## src/hw/rtl/root_directory_record_parser_top_macros.svh

```systemverilog
// ----------------------------------------------------------------------------
// Root directory record parser - assertion macros
// Clocked property shorthands used by the asserting top-level file.
// ----------------------------------------------------------------------------
`ifndef ROOT_DIRECTORY_RECORD_PARSER_TOP_MACROS_SVH
`define ROOT_DIRECTORY_RECORD_PARSER_TOP_MACROS_SVH

// Same-cycle implication, checked out of reset.
`define RDRP_ASSERT_NOW(label, clk, rst_n, ante, cons, msg) \
	label: assert property (@(posedge clk) disable iff (!(rst_n)) \
		(ante) |-> (cons)) else $error(msg);

// Next-cycle implication, checked out of reset.
`define RDRP_ASSERT_NEXT(label, clk, rst_n, ante, cons, msg) \
	label: assert property (@(posedge clk) disable iff (!(rst_n)) \
		(ante) |=> (cons)) else $error(msg);

`endif

```

## src/hw/rtl/rdrp_pkg.sv

```systemverilog
// ----------------------------------------------------------------------------
// Root directory record parser - package
// Shared types, codes and sizing constants.
// ----------------------------------------------------------------------------
package rdrp_pkg;

	localparam int KEY_BYTES   = 16;
	localparam int QUEUE_DEPTH = 2;
	localparam int CFG_IDX_W   = 1;

	// configuration register indexes
	localparam logic [CFG_IDX_W-1:0] CFG_DIR_SIG  = 1'b0;
	localparam logic [CFG_IDX_W-1:0] CFG_ROOT_SIG = 1'b1;

	typedef enum logic [3:0] {
		PH_SIG  = 4'd0,
		PH_ACNT = 4'd1,
		PH_AKEY = 4'd2,
		PH_AIDX = 4'd3,
		PH_ICNT = 4'd4,
		PH_IKEY = 4'd5,
		PH_IIDX = 4'd6,
		PH_ISUB = 4'd7,
		PH_NCNT = 4'd8,
		PH_NKEY = 4'd9,
		PH_NAME = 4'd10
	} phase_t;

	// byte classes beyond the phase codes
	localparam logic [3:0] CL_NAME_END = 4'd11;
	localparam logic [3:0] CL_IGNORED  = 4'd12;

	typedef enum logic [1:0] {
		ST_BUSY   = 2'd0,
		ST_DONE   = 2'd1,
		ST_BADSIG = 2'd2,
		ST_TRUNC  = 2'd3
	} status_t;

	typedef struct packed {
		logic [7:0] data_byte;
		logic       blob_end;
	} in_item_t;

	typedef struct packed {
		logic [3:0]  byte_class;
		logic [3:0]  byte_position;
		logic [31:0] word_value;
		logic        word_valid;
		logic [31:0] entry_number;
		logic [1:0]  parse_status;
		logic [7:0]  byte_echo;
	} out_item_t;

	// word handed from the front to the parser
	typedef struct packed {
		in_item_t item;
		logic     zero_byte;
	} fe_item_t;

	// parser status seen by the top level
	typedef struct packed {
		phase_t  phase;
		status_t status;
	} stat_t;

endpackage

```

## src/hw/rtl/rdrp_queue.sv

```systemverilog
// ----------------------------------------------------------------------------
// Root directory record parser - word queue
// Small first-in first-out register queue; push and pop may share the same cycle.
// ----------------------------------------------------------------------------
module rdrp_queue #(
	parameter int WIDTH = 8,
	parameter int DEPTH = 2
) (
	input  logic             clk,
	input  logic             arst_n,
	input  logic             push,
	input  logic [WIDTH-1:0] wdata,
	output logic             full,
	input  logic             pop,
	output logic [WIDTH-1:0] rdata,
	output logic             empty
);

	localparam int PTR_W = (DEPTH > 1) ? $clog2(DEPTH) : 1;
	localparam int CNT_W = $clog2(DEPTH + 1);

	logic [WIDTH-1:0] mem_q [DEPTH];
	logic [PTR_W-1:0] wr_ptr_q;
	logic [PTR_W-1:0] rd_ptr_q;
	logic [CNT_W-1:0] count_q;
	logic             wr_en;
	logic             rd_en;

	assign full  = (count_q == CNT_W'(DEPTH));
	assign empty = (count_q == '0);
	assign rd_en = pop & ~empty;
	assign wr_en = push & (~full | rd_en);
	assign rdata = mem_q[rd_ptr_q];

	always_ff @(posedge clk) begin
		if (wr_en) begin
			mem_q[wr_ptr_q] <= wdata;
		end
	end

	always_ff @(posedge clk or negedge arst_n) begin
		if (!arst_n) begin
			wr_ptr_q <= '0;
			rd_ptr_q <= '0;
			count_q  <= '0;
		end else begin
			if (wr_en) begin
				wr_ptr_q <= (wr_ptr_q == PTR_W'(DEPTH - 1)) ? '0 : wr_ptr_q + 1'b1;
			end
			if (rd_en) begin
				rd_ptr_q <= (rd_ptr_q == PTR_W'(DEPTH - 1)) ? '0 : rd_ptr_q + 1'b1;
			end
			if (wr_en && !rd_en) begin
				count_q <= count_q + 1'b1;
			end else if (rd_en && !wr_en) begin
				count_q <= count_q - 1'b1;
			end
		end
	end

endmodule

```

## src/hw/rtl/rdrp_front.sv

```systemverilog
// ----------------------------------------------------------------------------
// Root directory record parser - front end
// Accept blob bytes, tag terminator bytes, and buffer them for the parser.
// ----------------------------------------------------------------------------
module rdrp_front #(
	parameter int DEPTH = rdrp_pkg::QUEUE_DEPTH
) (
	input  logic               clk,
	input  logic               arst_n,
	input  logic               push,
	input  rdrp_pkg::in_item_t item,
	output logic               full,
	output logic               fe_valid,
	output rdrp_pkg::fe_item_t fe_item,
	input  logic               fe_take
);

	localparam int FE_W = $bits(rdrp_pkg::fe_item_t);

	rdrp_pkg::fe_item_t tagged_item;
	logic [FE_W-1:0]    head_bits;
	logic               fe_empty;

	// tag the name terminator up front
	always_comb begin
		tagged_item.item      = item;
		tagged_item.zero_byte = (item.data_byte == 8'd0);
	end

	// take a word only when the port shows room, even if the parser frees a
	// slot in the same cycle
	rdrp_queue #(
		.WIDTH(FE_W),
		.DEPTH(DEPTH)
	) u_in_queue (
		.clk   (clk),
		.arst_n(arst_n),
		.push  (push & ~full),
		.wdata (tagged_item),
		.full  (full),
		.pop   (fe_take),
		.rdata (head_bits),
		.empty (fe_empty)
	);

	assign fe_valid = ~fe_empty;
	assign fe_item  = rdrp_pkg::fe_item_t'(head_bits);

endmodule

```

## src/hw/rtl/rdrp_parser.sv

```systemverilog
// ----------------------------------------------------------------------------
// Root directory record parser - back end
// Walk the record layout one byte per cycle unless stalled; a result per byte.
// ----------------------------------------------------------------------------
module rdrp_parser (
	input  logic                          clk,
	input  logic                          arst_n,
	input  logic                          cfg_valid,
	input  logic [rdrp_pkg::CFG_IDX_W-1:0] cfg_index,
	input  logic [31:0]                   cfg_data,
	input  logic                          fe_valid,
	input  rdrp_pkg::fe_item_t            fe_item,
	output logic                          fe_take,
	input  logic                          out_room,
	output logic                          res_valid,
	output rdrp_pkg::out_item_t           res,
	output rdrp_pkg::stat_t               stat
);

	logic [31:0]       dir_sig_q;
	logic [31:0]       root_sig_q;
	rdrp_pkg::phase_t  phase_q;
	rdrp_pkg::phase_t  phase_d;
	logic [4:0]        fp_q;
	logic [4:0]        fp_d;
	logic [31:0]       shift_q;
	logic [31:0]       shift_d;
	logic [31:0]       left_q;
	logic [31:0]       left_d;
	logic [31:0]       index_q;
	logic [31:0]       index_d;
	rdrp_pkg::status_t status_q;
	rdrp_pkg::status_t status_d;

	logic [7:0]  b;
	logic [31:0] shift_new;
	logic [5:0]  fp_inc;
	logic [31:0] left_dec;
	logic [31:0] index_inc;
	logic        word_fin;
	logic        busy;

	assign b         = fe_item.item.data_byte;
	assign shift_new = {b, shift_q[31:8]};
	assign fp_inc    = {1'b0, fp_q} + 6'd1;
	assign left_dec  = left_q - 32'd1;
	assign index_inc = index_q + 32'd1;
	assign word_fin  = (fp_inc >= 6'd4);
	assign busy      = (status_q == rdrp_pkg::ST_BUSY);

	assign fe_take   = fe_valid & out_room;
	assign res_valid = fe_take;
	assign stat      = '{phase: phase_q, status: status_q};

	// next state
	always_comb begin
		phase_d  = phase_q;
		fp_d     = fp_q;
		shift_d  = shift_q;
		left_d   = left_q;
		index_d  = index_q;
		status_d = status_q;
		if (busy) begin
			case (phase_q)
				rdrp_pkg::PH_AKEY, rdrp_pkg::PH_IKEY, rdrp_pkg::PH_NKEY: begin
					fp_d = fp_inc[4:0];
					if (fp_inc >= 6'(rdrp_pkg::KEY_BYTES)) begin
						fp_d = '0;
						if (phase_q == rdrp_pkg::PH_AKEY) begin
							phase_d = rdrp_pkg::PH_AIDX;
						end else if (phase_q == rdrp_pkg::PH_IKEY) begin
							phase_d = rdrp_pkg::PH_IIDX;
						end else begin
							phase_d = rdrp_pkg::PH_NAME;
						end
					end
				end
				rdrp_pkg::PH_NAME: begin
					if (fe_item.zero_byte) begin
						fp_d    = '0;
						left_d  = left_dec;
						index_d = index_inc;
						if (left_dec != '0) begin
							phase_d = rdrp_pkg::PH_NKEY;
						end else begin
							status_d = rdrp_pkg::ST_DONE;
						end
					end else if (fp_q < 5'd31) begin
						fp_d = fp_inc[4:0];
					end
				end
				default: begin
					shift_d = shift_new;
					fp_d    = fp_inc[4:0];
					if (word_fin) begin
						fp_d    = '0;
						shift_d = '0;
						case (phase_q)
							rdrp_pkg::PH_SIG: begin
								if (shift_new == dir_sig_q) begin
									phase_d = rdrp_pkg::PH_ACNT;
								end else if (shift_new == root_sig_q) begin
									phase_d = rdrp_pkg::PH_NCNT;
								end else begin
									status_d = rdrp_pkg::ST_BADSIG;
								end
							end
							rdrp_pkg::PH_ACNT: begin
								left_d  = shift_new;
								index_d = '0;
								phase_d = (shift_new != '0) ? rdrp_pkg::PH_AKEY
								                            : rdrp_pkg::PH_ICNT;
							end
							rdrp_pkg::PH_AIDX: begin
								left_d  = left_dec;
								index_d = index_inc;
								phase_d = (left_dec != '0) ? rdrp_pkg::PH_AKEY
								                           : rdrp_pkg::PH_ICNT;
							end
							rdrp_pkg::PH_ICNT: begin
								left_d  = shift_new;
								index_d = '0;
								phase_d = (shift_new != '0) ? rdrp_pkg::PH_IKEY
								                            : rdrp_pkg::PH_NCNT;
							end
							rdrp_pkg::PH_IIDX: begin
								phase_d = rdrp_pkg::PH_ISUB;
							end
							rdrp_pkg::PH_ISUB: begin
								left_d  = left_dec;
								index_d = index_inc;
								phase_d = (left_dec != '0) ? rdrp_pkg::PH_IKEY
								                           : rdrp_pkg::PH_NCNT;
							end
							rdrp_pkg::PH_NCNT: begin
								left_d  = shift_new;
								index_d = '0;
								phase_d = (shift_new != '0) ? rdrp_pkg::PH_NKEY
								                            : rdrp_pkg::PH_NCNT;
								if (shift_new == '0) begin
									status_d = rdrp_pkg::ST_DONE;
								end
							end
							default: begin
							end
						endcase
					end
				end
			endcase
			if (fe_item.item.blob_end && status_d == rdrp_pkg::ST_BUSY) begin
				status_d = rdrp_pkg::ST_TRUNC;
			end
		end
	end

	// result word
	always_comb begin
		res.byte_class    = rdrp_pkg::CL_IGNORED;
		res.byte_position = '0;
		res.word_value    = '0;
		res.word_valid    = 1'b0;
		res.entry_number  = '0;
		res.parse_status  = status_d;
		res.byte_echo     = b;
		if (busy) begin
			res.byte_class = phase_q;
			case (phase_q)
				rdrp_pkg::PH_SIG, rdrp_pkg::PH_ACNT, rdrp_pkg::PH_ICNT,
				rdrp_pkg::PH_NCNT: begin
					res.entry_number = '0;
				end
				default: begin
					res.entry_number = index_q;
				end
			endcase
			case (phase_q)
				rdrp_pkg::PH_AKEY, rdrp_pkg::PH_IKEY, rdrp_pkg::PH_NKEY: begin
					res.byte_position = fp_q[3:0];
				end
				rdrp_pkg::PH_NAME: begin
					res.byte_position = (fp_q > 5'd15) ? 4'd15 : fp_q[3:0];
					if (fe_item.zero_byte) begin
						res.byte_class = rdrp_pkg::CL_NAME_END;
					end
				end
				default: begin
					res.byte_position = {2'b00, fp_q[1:0]};
					if (word_fin) begin
						res.word_value = shift_new;
						res.word_valid = 1'b1;
					end
				end
			endcase
		end
	end

	always_ff @(posedge clk or negedge arst_n) begin
		if (!arst_n) begin
			dir_sig_q  <= '0;
			root_sig_q <= '0;
		end else if (cfg_valid) begin
			if (cfg_index == rdrp_pkg::CFG_DIR_SIG) begin
				dir_sig_q <= cfg_data;
			end
			if (cfg_index == rdrp_pkg::CFG_ROOT_SIG) begin
				root_sig_q <= cfg_data;
			end
		end
	end

	always_ff @(posedge clk or negedge arst_n) begin
		if (!arst_n) begin
			phase_q  <= rdrp_pkg::PH_SIG;
			fp_q     <= '0;
			shift_q  <= '0;
			left_q   <= '0;
			index_q  <= '0;
			status_q <= rdrp_pkg::ST_BUSY;
		end else if (fe_take) begin
			phase_q  <= phase_d;
			fp_q     <= fp_d;
			shift_q  <= shift_d;
			left_q   <= left_d;
			index_q  <= index_d;
			status_q <= status_d;
		end
	end

endmodule

```

## src/hw/rtl/root_directory_record_parser_top.sv

```systemverilog
// ----------------------------------------------------------------------------
// Root directory record parser - top level
// Byte-serial parser of directory blobs with queue ports on both sides.
// ----------------------------------------------------------------------------
// Path: a pushed byte is held in the front queue, and the parser writes its
//   result into the result queue when it takes the byte.
// Throughput: one byte per cycle while the result queue has room, since the
//   parser updates its phase, position, shift and record counters per byte.
// Reset: arst_n clears both queues, the signature registers to zero and
//   the parser to expecting signature with status in progress.
// ----------------------------------------------------------------------------
`include "root_directory_record_parser_top_macros.svh"

module root_directory_record_parser_top #(
	parameter int IN_DEPTH  = rdrp_pkg::QUEUE_DEPTH,
	parameter int OUT_DEPTH = rdrp_pkg::QUEUE_DEPTH
) (
	input  logic                           clk,
	input  logic                           arst_n,
	// byte input queue side
	input  logic                           push,
	input  rdrp_pkg::in_item_t             item,
	output logic                           full,
	// result queue side
	output logic                           empty,
	input  logic                           pop,
	output rdrp_pkg::out_item_t            result,
	// configuration writes
	input  logic                           cfg_valid,
	output logic                           cfg_ready,
	input  logic [rdrp_pkg::CFG_IDX_W-1:0] cfg_index,
	input  logic [31:0]                    cfg_data
);

	localparam int OUT_W = $bits(rdrp_pkg::out_item_t);

	logic                fe_valid;
	rdrp_pkg::fe_item_t  fe_item;
	logic                fe_take;
	logic                out_full;
	logic                out_room;
	logic                res_valid;
	rdrp_pkg::out_item_t res;
	rdrp_pkg::stat_t     stat;
	logic [OUT_W-1:0]    out_bits;

	// Registers are to be written only while idle; the block does not enforce this, so take every write at once.
	assign cfg_ready = 1'b1;

	// Front: accept bytes and tag them; stalls only when its queue is full.
	rdrp_front #(
		.DEPTH(IN_DEPTH)
	) u_front (
		.clk     (clk),
		.arst_n  (arst_n),
		.push    (push),
		.item    (item),
		.full    (full),
		.fe_valid(fe_valid),
		.fe_item (fe_item),
		.fe_take (fe_take)
	);

	// The parser may write into a full result queue when a pop frees a slot
	// in the same cycle, which keeps the stream moving at one byte a cycle.
	assign out_room = ~out_full | (pop & ~empty);

	// Back: advance the record layout by one byte per taken word.
	rdrp_parser u_parser (
		.clk      (clk),
		.arst_n   (arst_n),
		.cfg_valid(cfg_valid & cfg_ready),
		.cfg_index(cfg_index),
		.cfg_data (cfg_data),
		.fe_valid (fe_valid),
		.fe_item  (fe_item),
		.fe_take  (fe_take),
		.out_room (out_room),
		.res_valid(res_valid),
		.res      (res),
		.stat     (stat)
	);

	// Result queue: hold finished results until the consumer pops them.
	rdrp_queue #(
		.WIDTH(OUT_W),
		.DEPTH(OUT_DEPTH)
	) u_out_queue (
		.clk   (clk),
		.arst_n(arst_n),
		.push  (res_valid),
		.wdata (res),
		.full  (out_full),
		.pop   (pop),
		.rdata (out_bits),
		.empty (empty)
	);

	assign result = rdrp_pkg::out_item_t'(out_bits);

	// A word completes only on the fourth byte of its field.
	`RDRP_ASSERT_NOW(a_word_on_last_byte, clk, arst_n, res_valid && res.word_valid, res.byte_position == 4'd3, "word reported off the last field byte")

	// Nothing leaks into word_value without a completed word.
	`RDRP_ASSERT_NOW(a_word_value_clean, clk, arst_n, res_valid && !res.word_valid, res.word_value == 32'd0, "word value set without word valid")

	// A final status sticks until reset.
	`RDRP_ASSERT_NEXT(a_status_sticky, clk, arst_n, stat.status != rdrp_pkg::ST_BUSY, stat.status == $past(stat.status), "final status changed")

	// Once the parse is over every further byte is ignored.
	`RDRP_ASSERT_NOW(a_ignored_after_final, clk, arst_n, res_valid && stat.status != rdrp_pkg::ST_BUSY, res.byte_class == rdrp_pkg::CL_IGNORED, "byte classified after final status")

endmodule
```

## config.mk

```make
export PLATFORM = sky130hd
export DESIGN_NAME = root_directory_record_parser_top
export DESIGN_NICKNAME = d
export VERILOG_FILES = /design/src/hw/rtl/rdrp_pkg.sv /design/src/hw/rtl/rdrp_queue.sv /design/src/hw/rtl/rdrp_front.sv /design/src/hw/rtl/rdrp_parser.sv /design/src/hw/rtl/root_directory_record_parser_top.sv
export VERILOG_INCLUDE_DIRS = /design/src /design/src/hw/rtl
export SDC_FILE = /design/constraint.sdc
export NUM_CORES = 1
export LEC_CHECK = 0
export BUFFER_PORTS_ARGS = -buffer_cell sky130_fd_sc_hd__buf_2
export CORE_MARGIN = 2
export CORE_UTILIZATION = 45
export CTS_CLUSTER_DIAMETER = 50
export DETAILED_ROUTE_END_ITERATION = 8
export PLACE_DENSITY_LB_ADDON = 0.25
export REMOVE_ABC_BUFFERS = 1
export SKIP_CTS_REPAIR_TIMING = 1
export SLEW_MARGIN = 20
export SYNTH_ARGS = -nofsm -noshare
export SYNTH_HDL_FRONTEND = slang
export SYNTH_HIERARCHICAL = 1
export SYNTH_SLANG_ARGS = --single-unit
```

## constraint.sdc

```tcl
create_clock -name clk -period 7.1 [get_ports clk]
set_clock_uncertainty 0.05 [all_clocks]
set_input_delay 1.065 -clock clk [delete_from_list [all_inputs] [get_ports clk]]
set_output_delay 1.065 -clock clk [all_outputs]
set_load 0.03 [all_outputs]
```

# Word level (Yosys, flattened, before mapping)
# Memories as Yosys holds them, arrays and structs flattened.
# Index checks and enable logic that the tools add are counted.
[classes]
n_reduce_logical = 35
add_sub_neg = 11
bitwise_logic = 15
mux = 60
n_eq_ne = 19
n_lt_le_gt_ge = 4
[ops]
columns = ["operator", "count"]
rows = [
  ["$pmux W32 S2", 4],
  ["$mux W32", 6],
  ["$mux W73", 1],
  ["$mux W33", 2],
  ["$eq A32 B32 Y1", 2],
  ["$reduce_bool A32 Y1", 2],
  ["$mux W4", 13],
  ["$add A32 B1 Y32 const B", 1],
  ["$logic_not A32 Y1", 1],
  ["$sub A32 B1 Y32 const B", 1],
  ["$pmux W4 S7", 1],
  ["$mux W2", 13],
  ["$mux W5", 4],
  ["$eq A4 B3 Y1 const B", 4],
  ["$pmux W4 S2", 2],
  ["$eq A4 B4 Y1 const B", 3],
  ["$pmux W5 S2", 1],
  ["$mux W1", 9],
  ["$reduce_bool A9 Y1", 1],
  ["$eq A4 B2 Y1 const B", 2],
  ["$logic_not A2 Y1", 4],
  ["$logic_not A8 Y1", 1],
  ["$pmux W2 S2", 2],
  ["$reduce_and A8 Y1", 1],
  ["29 further kinds", 63],
]
[word_totals]
in_bits = 47
memories = 2
ram_bits = 186
register_bits = 179
output_inout_bits = 86
[mem_list]
columns = ["name", "words", "width", "rd", "rd_ports_with_merged_regs", "write_ports", "line_no", "text"]
rows = [
  ["u_out_queue.mem_q", 2, 83, 1, 0, 1, "rdrp_queue.sv:22", "logic [WIDTH-1:0] mem_q [DEPTH];"],
  ["u_front.u_in_queue.mem_q", 2, 10, 1, 0, 1, "rdrp_queue.sv:22", ""],
]

# Logic depth before layout (Yosys ltp)
# Gate-level depths: netlist of the first run.
[logic_depth]
ltp_word = 12
depth_mapped = 13
mapped_depth_nobuf = 11

# Cells and area by module
# Netlist of the first run, hierarchy kept.
[by_module_without_submodules]
columns = ["module", "seq_area_each_um2", "n_inst", "cells_per_inst", "area_each_um2"]
rows = [
  ["rdrp_parser", 4078.9, 1, 1090, 9716.8],
  ["rdrp_queue at u_out_queue", 5084.9, 1, 278, 6436.2],
  ["rdrp_queue at u_front.u_in_queue", 700.7, 1, 51, 945.9],
  ["rdrp_front", 0.0, 1, 5, 28.8],
  ["root_directory_record_parser_top", 0.0, 1, 4, 23.8],
]

# Least setup slack after synthesis of the first run
# OpenSTA, ideal clock, no wires.
[synth_timing]
path_kind = "input to register"
startpoint = "input port pop"
endpoint = "memory u_out_queue/mem_q[0][0] (netlist name) (enable)"
slack_ns = 1.431
arrival_time_ns = 5.093
setup_time_ns = 0.526
path_stages = 7
path_buffers = 1
path_cell_list = "inv_1 > o21ai_2 > nand2_1 > inv_1 > buf_4 > o21ai_2 > nor2_1"
[synth_between]
elab_chain_cells = 6
[synth_lines]
columns = ["item", "line_no", "text"]
rows = [
  ["start: declaration", "root_directory_record_parser_top.sv:26", "input logic pop,"],
  ["$and A1 B1 Y1", "root_directory_record_parser_top.sv:66", "assign out_room = ~out_full | (pop & ~empty);"],
  ["$or A1 B1 Y1", "root_directory_record_parser_top.sv:66", ""],
  ["net out_room", "root_directory_record_parser_top.sv:41", "logic out_room;"],
  ["$and A1 B1 Y1", "rdrp_parser.sv:51", "assign fe_take = fe_valid & out_room;"],
  ["net fe_take", "root_directory_record_parser_top.sv:39", "logic fe_take;"],
  ["$and A1 B1 Y1", "rdrp_queue.sv:32", "assign wr_en = push & (~full | rd_en);"],
  ["$mux W1", "rdrp_queue.sv:36", "if (wr_en) begin"],
  ["$mux W1 (not written as such)", "rdrp_queue.sv:37", "mem_q[wr_ptr_q] <= wdata;"],
  ["end: declaration", "rdrp_queue.sv:22", ""],
]
# The timed path passes the listed nets, and every way through them passes these cells.

==> qor.yml, run 1 <==
die_y_um: 199.2
setup_viol: 0
rsz0062_at_grt: "no"
cts_num_sinks: 357
finalHoldViolations: 0
die-area_um2: 39690
layout_commonest_cell: "edfxtp_1"
yosys.cell_types.count: 73
period_needed_ps: 4031
critPathBufInv: 1
cp_max_fo: 9
cts_root_buf: "clkbuf_16"
arrival_ps: 4340
cts_tree: "yes"
grt_start_max_net_pins: 103
syn_inst: 1428
hp-start: "u_parser/index_q[6]$_DFFE_PN0P_"
numPortBuffers: 131
hold_class: "flip-flop to flip-flop"
synth-edff-count: 186
clock_latency_ps: 540
ys_seq_elements: 357
cpMaxStageDelayCell: "or4_1"
fillers: 3260
clock_path_buffers: 3
synth_area_um2: 17150
die_w_um: 199.2
drc_errors: 0
r2r-start: "u_parser/left_q[1]$_DFFE_PN0P_"
rows: 71
path_class: "flip-flop to flip-flop"
end_kind: "flip-flop"
regArea_um2: 9868
worst_pin_slew_ps: 1116
cts_made_buffers: 41
cp_slowest_stage_delay_ps: 580
firstDrtPassIters: 5
period_share: 0.5677
antenna_found_initial: 0
p_leak_nw: 7.804
crit_path_start_kind: "flip-flop"
status: "complete, no violations"
synth_flop_cell: "edfxtp_1"
mostFrequentLayoutCells: "edfxtp_1, dfrtp_1, buf_2"
reg2regPathDepth: 10
finalMaxSlewViolations: 0
clock.fmax_mhz: 248.1
hpwlAfterDp_um: 25830
grt_overflow_total: 0
ios: 133
antenna_cells: 0
grt_first_pass_wirelength_um: 62420
cap_violations: 0
synth_area_per_cell_um2: 12.01
ir_worst_vdd_mv: 0.2509
power.density_nw_per_um2: 398.0
syn_to_final_growth_pct: 13.68
critical_path.top_delay_family: "simple AND/OR/NAND/NOR gates"
multi_input_area_um2: 6756
clk_pin_slew_ps: 60
wl_um: 39510
relSlewSlack: 0.2541
core_area_um2: 37580
grt_pass1_vias: 11205
htree_levels: 2
routedWlPerCell_um: 19.19
final_nets: 1569
critPathLaunch: "u_parser/left_q[1]$_DFFE_PN0P_"
start_util: 0.4564
drive_above_1_share: 0.2513
crit_required_ps: 7410
whs_ps: 454.2
finalSetupTns_ps: 0
hold_depth: 1
ant_nets: 0
reg2reg_slack_ps: 3070
ys_warn_count: 6
synthArstFlopShare: 0.4790
path_cells: "inv_1 > ha_1 > or3b_2 > or4_1 > o41ai_1 > nand4_1 > nor4_2 > nand4_2 > o211ai_1 > a2bb2oi_1"
vias_per_cell: 5.526
routabilityCongestion: 0.8958
first_iter_violations: 746
crit_cells: 10
seq_area_frac_synth: 0.5751
vias: 11378
grt_util_all_layers: 0.2016
[final timing paths]
kind,endpoint
setup / recovery,u_out_queue/mem_q[1][8]$_DFFE_PP_
hold / removal,u_parser/index_q[6]$_DFFE_PN0P_
setup reg to reg,u_out_queue/mem_q[1][8]$_DFFE_PP_
hold reg to reg,u_parser/index_q[6]$_DFFE_PN0P_
max in group asynchronous,u_parser/phase_q[1]$_DFFE_PN0P_
min in group asynchronous,u_parser/root_sig_q[24]$_DFFE_PN0P_
[power breakdown]
| group | internal (W) | leakage [nW] | switching (W) |
|---|---|---|---|
| logic | 0.000929 | 3.19 | 0.00156 |
| registers | 0.00289 | 3.95 | 0.000281 |
| clock network | 0.00128 | 0.659 | 0.000825 |
[layer usage]
metal / global-route usage / vias up / routed length (µm)
met5: 0 / - / 0
met4: 0.05943 / 0 / 881
met3: 0.02650 / 59 / 2208
met2: 0.3204 / 324 / 18400
met1: 0.2897 / 5634 / 18020
li1: - / 5361 / -
[Yosys cell counts, types with 5 or more instances]
| library cell | n | share of area |
|---|---|---|
| a21oi_1 | 60 | 0.018 |
| a22oi_1 | 7 | 0.0031 |
| a31oi_1 | 6 | 0.0022 |
| and2_1 | 43 | 0.016 |
| and3_1 | 45 | 0.016 |
| buf_1 | 7 | 0.0015 |
| buf_2 | 5 | 0.0015 |
| buf_4 | 10 | 0.0044 |
| buf_6 | 7 | 0.0046 |
| clkbuf_1 | 73 | 0.016 |
| dfrtp_1 | 171 | 0.25 |
| edfxtp_1 | 186 | 0.33 |
| ha_1 | 7 | 0.0051 |
| inv_1 | 22 | 0.0048 |
| mux2_2 | 97 | 0.064 |
| mux2_4 | 60 | 0.053 |
| nand2_1 | 110 | 0.024 |
| nand2b_1 | 5 | 0.0018 |
| nand3_1 | 26 | 0.0076 |
| nand4_1 | 36 | 0.013 |
| nor2_1 | 81 | 0.018 |
| nor2b_1 | 7 | 0.0026 |
| nor3_1 | 23 | 0.0067 |
| nor4_1 | 29 | 0.011 |
| o21a_1 | 5 | 0.0022 |
| o21ai_0 | 87 | 0.025 |
| o22ai_1 | 11 | 0.0040 |
| or2_2 | 7 | 0.0026 |
| or3_1 | 10 | 0.0036 |
| or4_1 | 11 | 0.0048 |
| xnor2_1 | 84 | 0.043 |
| xor2_1 | 23 | 0.012 |
[cell type report]
class / instances / share of cell area
tap: 511 / 0.03279
multi-input combinational: 945 / 0.3465
inverter: 23 / 0.004556
timing repair buffer: 147 / 0.04011
clock buffer: 60 / 0.05885
clock inverter: 16 / 0.01104
sequential: 357 / 0.5061
[logic make-up after synthesis]
logic type | Yosys count | synth area share
AND/OR/NAND/NOR | 451 | 0.1375
flip-flops | 357 | 0.5751
AO/OA/AOI/OAI | 221 | 0.07682
multiplexers | 157 | 0.1162
buffers and inverters | 126 | 0.03341
XOR/XNOR | 108 | 0.05559
adder cells (fa/ha/maj) | 7 | 0.005106
other | 1 | 0.0002186
[worst register-to-register path: cells and delay by family, from the launching register on]
kind	cells	cell delay, ps
AO/OA/AOI/OAI	3	1110
adder cells (fa/ha/maj)	1	330
buffers and inverters	1	130
flip-flops	1	450
AND/OR/NAND/NOR	5	1800
[flip-flops by register name, indices dropped and copies added (netlist names), 5 cells and up]
register and flops:
u_parser/shift_q 24, u_parser/index_q 32, u_parser/root_sig_q 32, u_parser/dir_sig_q 32, u_out_queue/mem_q 166, u_front/u_in_queue/mem_q 20
u_parser/left_q 32, u_parser/fp_q 5
[stage by stage]
stage / total power [W] / utilization / cells / cell area (µm²) / setup WS, ps
finish: 0.007760 / 0.5189 / 2059 / 19500 / 3069
global route: 0.008130 / 0.5189 / 2059 / 19500 / 2697
CTS: 0.007880 / 0.5189 / 2059 / 19500 / 3037
detailed placement: 0.005755 / 0.4826 / 1983 / 18130 / 3118
global placement: 0.005716 / 0.4826 / 1983 / 18130 / 3192
floorplan: 0.005071 / - / 1325 / 16670 / 1526
Note: power is estimated with default switching activity, not from simulation.
==> run 2: changes to the inputs <==
==> constraint.sdc (replaced) <==
create_clock -name clk -period 3.6 [get_ports clk]
set_clock_uncertainty 0.05 [all_clocks]
set_input_delay 0.54 -clock clk [delete_from_list [all_inputs] [get_ports clk]]
set_output_delay 0.54 -clock clk [all_outputs]
set_load 0.03 [all_outputs]
==> run 2 against run 1 <==
- register-to-register slack worse by 3000 ps
- clock power up 90%
- cell count up 2.0%
- cell area up 2.3%
- setup slack worse by 3000 ps
- die area unchanged
- flip-flop and latch count unchanged
- fmax up 16%
- critical endpoint is now u_out_queue/mem_q[1][9]$_DFFE_PP_
- worst hold slack worse by 430 ps
- routed wire length up 2.1%
==> qor.yml, run 2 (synthesis results as in run 1) <==
stdcell_area_um2: 19940
grt_overflow_total: 0
cp_max_fo: 6
cpMaxStageDelayCell: "or4_4"
hold_class: "primary input to asynchronous set/reset pin"
cts_num_sinks: 357
finalMaxSlewViolations: 0
syn_to_final_growth_pct: 16.26
vias: 11665
numPortBuffers: 131
finalHoldViolations: 0
period_needed_ps: 3483
crit_path_start_kind: "flip-flop"
end_kind: "flip-flop"
cts_made_buffers: 41
core_area_um2: 37580
cts_root_buf: "clkbuf_16"
htree_levels: 2
setup.worst_path.end: "u_out_queue/mem_q[1][9]$_DFFE_PP_"
crit_cells: 11
drive_above_1_share: 0.2827
mostFrequentLayoutCells: "edfxtp_1, dfrtp_1, buf_2"
clock_path_buffers: 3
grt_start_max_net_pins: 92
status: "complete, no violations"
grt_pass1_vias: 11351
path_cells: "inv_1 > ha_1 > or3b_2 > or4_4 > o31a_1 > or3_1 > and4bb_2 > nand4_4 > o211ai_1 > buf_4 > o21ai_2"
clk_pin_slew_ps: 60
hpwlAfterDp_um: 26860
p_leak_nw: 8.051
r2r-start: "u_parser/left_q[0]$_DFFE_PN0P_"
ant_nets: 0
first_iter_violations: 757
antenna_found_initial: 0
critical_path.top_delay_family: "simple AND/OR/NAND/NOR gates"
place_area_um2: 18520
arrival_ps: 3710
ios: 133
die_y_um: 199.2
largest_reg_flops: 166
clock.fmax_mhz: 287.1
rows: 71
relSlewSlack: 0.4233
die-area_um2: 39690
setup_viol: 0
total_power_w: 0.01528
drc_errors: 0
clock_latency_ps: 540
crit_required_ps: 3830
critPathBufInv: 2
final_nets: 1611
critPathLaunch: "u_parser/left_q[0]$_DFFE_PN0P_"
cts_tree: "yes"
cp_slowest_stage_delay_ps: 490
wl_um: 40320
grt_util_all_layers: 0.2029
top_register: "u_out_queue/mem_q"
power.density_nw_per_um2: 766.1
start_util: 0.4564
firstDrtPassIters: 5
r2r-end: "u_out_queue/mem_q[1][9]$_DFFE_PP_"
path_class: "flip-flop to flip-flop"
routabilityCongestion: 0.8924
layout_commonest_cell: "edfxtp_1"
reg2reg_slack_ps: 120
routedWlPerCell_um: 19.20
die_w_um: 199.2
reg2regPathDepth: 11
period_share: 0.9674
vias_per_cell: 5.555
cap_violations: 0
worst_pin_slew_ps: 865.0
grt_first_pass_wirelength_um: 62930
ir_worst_vdd_mv: 0.6439
-- run 2: worst reg2reg max path: cells and delay by family, from the launching register on --
family	cells	cell delay, ps
AOI/OAI and AO/OA	3	550
buffers and inverters	2	230
DFF	1	440
and+or+nand+nor	5	1800
adders and majority gates	1	160
-- run 2: stage by stage --
| stage | std cells | util | TNS (ps) | setup slack, ps | hold WS [ps] |
|---|---|---|---|---|---|
| 6_report | 2100 | 0.5307 | 0 | 117.5 | 20.97 |
| 5_1_grt | 2099 | 0.5306 | -72.40 | -28.68 | 80.26 |
| 4_1_cts | 2098 | 0.5280 | -139.6 | -60.72 | 67.93 |
| 3_5_place_dp | 2024 | 0.4929 | -75.75 | -37.88 | 450.6 |
| 3_3_place_gp | 2024 | 0.4929 | 0 | 41.34 | 441.1 |
| 2_1_floorplan | 1325 | - | -299330 | -1515 | 194.4 |
-- run 2: per-layer routing --
layer | track usage | routed length [µm] | vias to the layer above
li1 | - | - | 5440
met4 | 0.05445 | 755 | 0
met3 | 0.02802 | 2146 | 60
met2 | 0.3326 | 19160 | 335
met1 | 0.2841 | 18260 | 5830
met5 | 0 | 0 | -
-- run 2: layout make-up --
type | instances | area, µm²
inverter | 23 | 88.84
timing repair buffer | 189 | 1189
tap | 511 | 639.4
antenna | 1 | 2.502
fill | 3254 | 17640
sequential | 357 | 9869
clock buffer | 59 | 1205
clock inverter | 15 | 112.6
multi-input combinational | 945 | 6834
-- run 2: power breakdown --
part | internal, W | leakage (nW) | total (W) | switching [W]
clock | 0.00235 | 0.647 | 0.00398 | 0.00164
sequential | 0.00568 | 3.95 | 0.00616 | 0.000471
combinational | 0.00196 | 3.45 | 0.00514 | 0.00318
total | 0.00999 | 8.05 | 0.0153 | 0.00529
-- run 2: worst min path at each step --
stage / slack, ps / cells after the start / startpoint / endpoint
after floorplan: 190 / 0 / arst_n / u_front/u_in_queue/count_q[0]$_DFFE_PN0P_
after global placement: 440 / 1 / u_parser/index_q[6]$_DFFE_PN0P_ / u_parser/index_q[6]$_DFFE_PN0P_
after detailed placement: 450 / 1 / u_parser/index_q[6]$_DFFE_PN0P_ / u_parser/index_q[6]$_DFFE_PN0P_
after CTS: 70 / 1 / arst_n / u_parser/dir_sig_q[6]$_DFFE_PN0P_
after global routing: 80 / 1 / arst_n / u_parser/dir_sig_q[27]$_DFFE_PN0P_
final: 20 / 1 / arst_n / u_parser/dir_sig_q[27]$_DFFE_PN0P_
==> run 3: changes to the inputs <==
--- a/config.mk
+++ b/config.mk
@@ -6,6 +6,7 @@
 export SDC_FILE = /design/constraint.sdc
 export NUM_CORES = 1
 export LEC_CHECK = 0
+export ABC_AREA = 1
 export BUFFER_PORTS_ARGS = -buffer_cell sky130_fd_sc_hd__buf_2
 export CORE_MARGIN = 2
 export CORE_UTILIZATION = 45
==> run 3 against run 2 <==
- the flow now finishes with violations (hold timing)
- cell area shrank 0.40%
- routed wire length up 8.2%
- sequential power decreased by 0.6%
- die area rose by 1.1%
- via count up 17%
- global-route usage up 1.4 points
- fmax is 10% higher
- count of clock-buffer cells in the layout fell by 3
- sequential share of layout area increased by 0.18 points
- clock power is 3% higher
- non-clock buffer count shrank 41
- highest routed layer unchanged
==> qor.yml, run 3 <==
yosysTopAreaCellShare: 0.3220
reg2regPathDepth: 17
synth_most_common_cell: "nand2_1"
top_register: "u_out_queue/mem_q"
wl_met1_um: 19980
start_util: 0.4583
period_needed_ps: 3160
drive_above_1_share: 0.1360
final_nets: 2155
routedWlPerCell_um: 16.51
dr.max_layer_used: "met4"
power.density_nw_per_um2: 771.6
switchingPower_w: 0.005832
mostFrequentLayoutCells: "nand2_1, nor2_1, inv_1"
drc_errors: 0
wl_met2_um: 20650
clock_latency_ps: 550
core_area_um2: 37840
syn_to_final_growth_pct: 14.50
grt_overflow_total: 0
yosys.cell_types.count: 46
crit_top_cell: "nand2_1"
htree_levels: 2
hold_class: "primary input to asynchronous set/reset pin"
synth_area_leaders: "edfxtp_1, dfrtp_1, nand2_1"
synth-edff-count: 186
finalMaxSlewViolations: 0
total_power_w: 0.01532
routabilityCongestion: 0.9029
arrival_ps: 3380
clock_path_buffers: 3
sequentialPowerShare: 0.400
synth_flop_cell: "edfxtp_1"
worst_pin_slew_ps: 971.4
seq_area_frac_synth: 0.5687
cp_max_fo: 12
ys_warn_count: 6
combPwrFrac: 0.332
first_iter_violations: 1043
clock.fmax_mhz: 316.5
hpwlAfterDp_um: 30100
ir_worst_vdd_mv: 0.4761
firstDrtPassIters: 7
whs_ps: -60.72
vias_per_cell: 5.160
swShare: 0.3806
die_w_um: 200.3
pwr-share-clk: 0.269
status: "finished, violations left"
ant_nets: 0
largest_reg_flops: 166
rsz0062_at_grt: "no"
finalHoldViolations: 42
critical_path.top_delay_family: "simple AND/OR/NAND/NOR gates"
crit_cells: 17
synth_area_per_cell_um2: 8.760
intPower_w: 0.009492
die-area_um2: 40130
path_cells: "inv_1 > nand2_1 > nand2_1 > inv_1 > nand3_1 > nor3_1 > nand3_1 > nor2_1 > inv_1 > o21ai_0 > nand2_1 > nand2_1 > inv_1 > nand3_1 > nand3_1 > nand2_1 > nand2_1"
grt_start_max_net_pins: 85
cap_violations: 0
die_y_um: 200.3
antenna_cells: 0
p_leak_nw: 8.864
ios: 133
setup_viol: 0
cpMaxStageDelayCell: "dfrtp_1"
met3_length_um: 2169
grt_first_pass_wirelength_um: 69860
synth_area_leader_cell: "edfxtp_1"
numPortBuffers: 131
critPathBufInv: 4
ys_seq_elements: 357
crit_required_ps: 3820
clk_pin_slew_ps: 60
cts_made_buffers: 41
rows: 71
grt_pass1_vias: 13257
relSlewSlack: 0.3508
path_class: "flip-flop to flip-flop"
grt_util_all_layers: 0.2166
end_kind: "flip-flop"
ys_top_cells_by_count: "nand2_1, nor2_1, inv_1"
layout_commonest_cell: "nand2_1"
cts_num_sinks: 357
utilization: 0.5248
period_share: 0.8777
vias: 13639
syn_inst: 1980
cts_root_buf: "clkbuf_16"
synth_area_um2: 17350
violations: "hold timing"
synthArstFlopShare: 0.4790
antenna_found_initial: 0
crit_path_start_kind: "flip-flop"
cts_tree: "yes"
cp_slowest_stage_delay_ps: 570
wl_um: 43640
==> run 3: final cells by class <==
class,count,area [µm²]
clock inverter,18,188.9
timing repair buffer,148,839.6
clock buffer,56,1175
multi-input combinational,1338,6344
fill,3538,17980
tap,511,639.4
inverter,215,808.3
sequential,357,9866
==> run 3: path summary, 6_finish.rpt <==
| path | from | endpoint | slack (ps) |
|---|---|---|---|
| worst min register to register | u_out_queue/wr_ptr_q$_DFFE_PN0N_ | u_out_queue/wr_ptr_q$_DFFE_PN0N_ | 430 |
| worst max-delay path | u_front/u_in_queue/rd_ptr_q$_DFFE_PN0N_ | u_out_queue/mem_q[1][9]$_DFFE_PP_ | 440 |
| worst max register to register | u_front/u_in_queue/rd_ptr_q$_DFFE_PN0N_ | u_out_queue/mem_q[1][9]$_DFFE_PP_ | 440 |
| worst min-delay path | arst_n | u_parser/root_sig_q[4]$_DFFE_PN0P_ | -60 |
| max in group asynchronous | arst_n | u_parser/dir_sig_q[31]$_DFFE_PN0P_ | 2540 |
| min in group clk | item[1] | u_front/u_in_queue/mem_q[0][2]$_DFFE_PP_ | 160 |
==> run 3: power by group through the flow <==
stage	Clock, W	Combinational (W)	Sequential [W]
3_5_place_dp	0	0.00518	0.00620
3_3_place_gp	0	0.00512	0.00617
5_1_grt	0.00436	0.00555	0.00625
2_1_floorplan	0	0.00339	0.00628
4_1_cts	0.00420	0.00520	0.00613
6_report	0.00411	0.00509	0.00612
==> run 3: through the flow <==
stage,worst slack [ps],cells,area [µm²],TNS [ps]
final,440.5,2643,19860,0
after detailed placement,535.7,2569,18490,0
after global placement,660.8,2569,18490,0
after CTS,500.6,2643,19850,0
after global routing,97.12,2643,19860,0
after floorplan,-1415,1910,16990,-117480
==> run 3: kinds of logic after synthesis <==
group	synth area share
adder cells (fa/ha/maj)	0.005049
AO/OA/AOI/OAI	0.07264
buffers and inverters	0.06723
AND/OR/NAND/NOR	0.2549
XOR/XNOR	0.03131
flip-flops	0.5687
other	0.0002162
==> run 3: worst register-to-register path, delay by kind of cell (launching register included) <==
kind	cells	cell delay, ps
and+or+nand+nor	12	1460
DFF	1	570
buffers and inverters	4	650
AOI/OAI and AO/OA	1	160
==> run 3: metal layers <==
layer	global-route usage	vias up
met2	0.3601	351
met1	0.2974	6532
li1	-	6696
met5	0	-
met4	0.06138	0
met3	0.03108	60
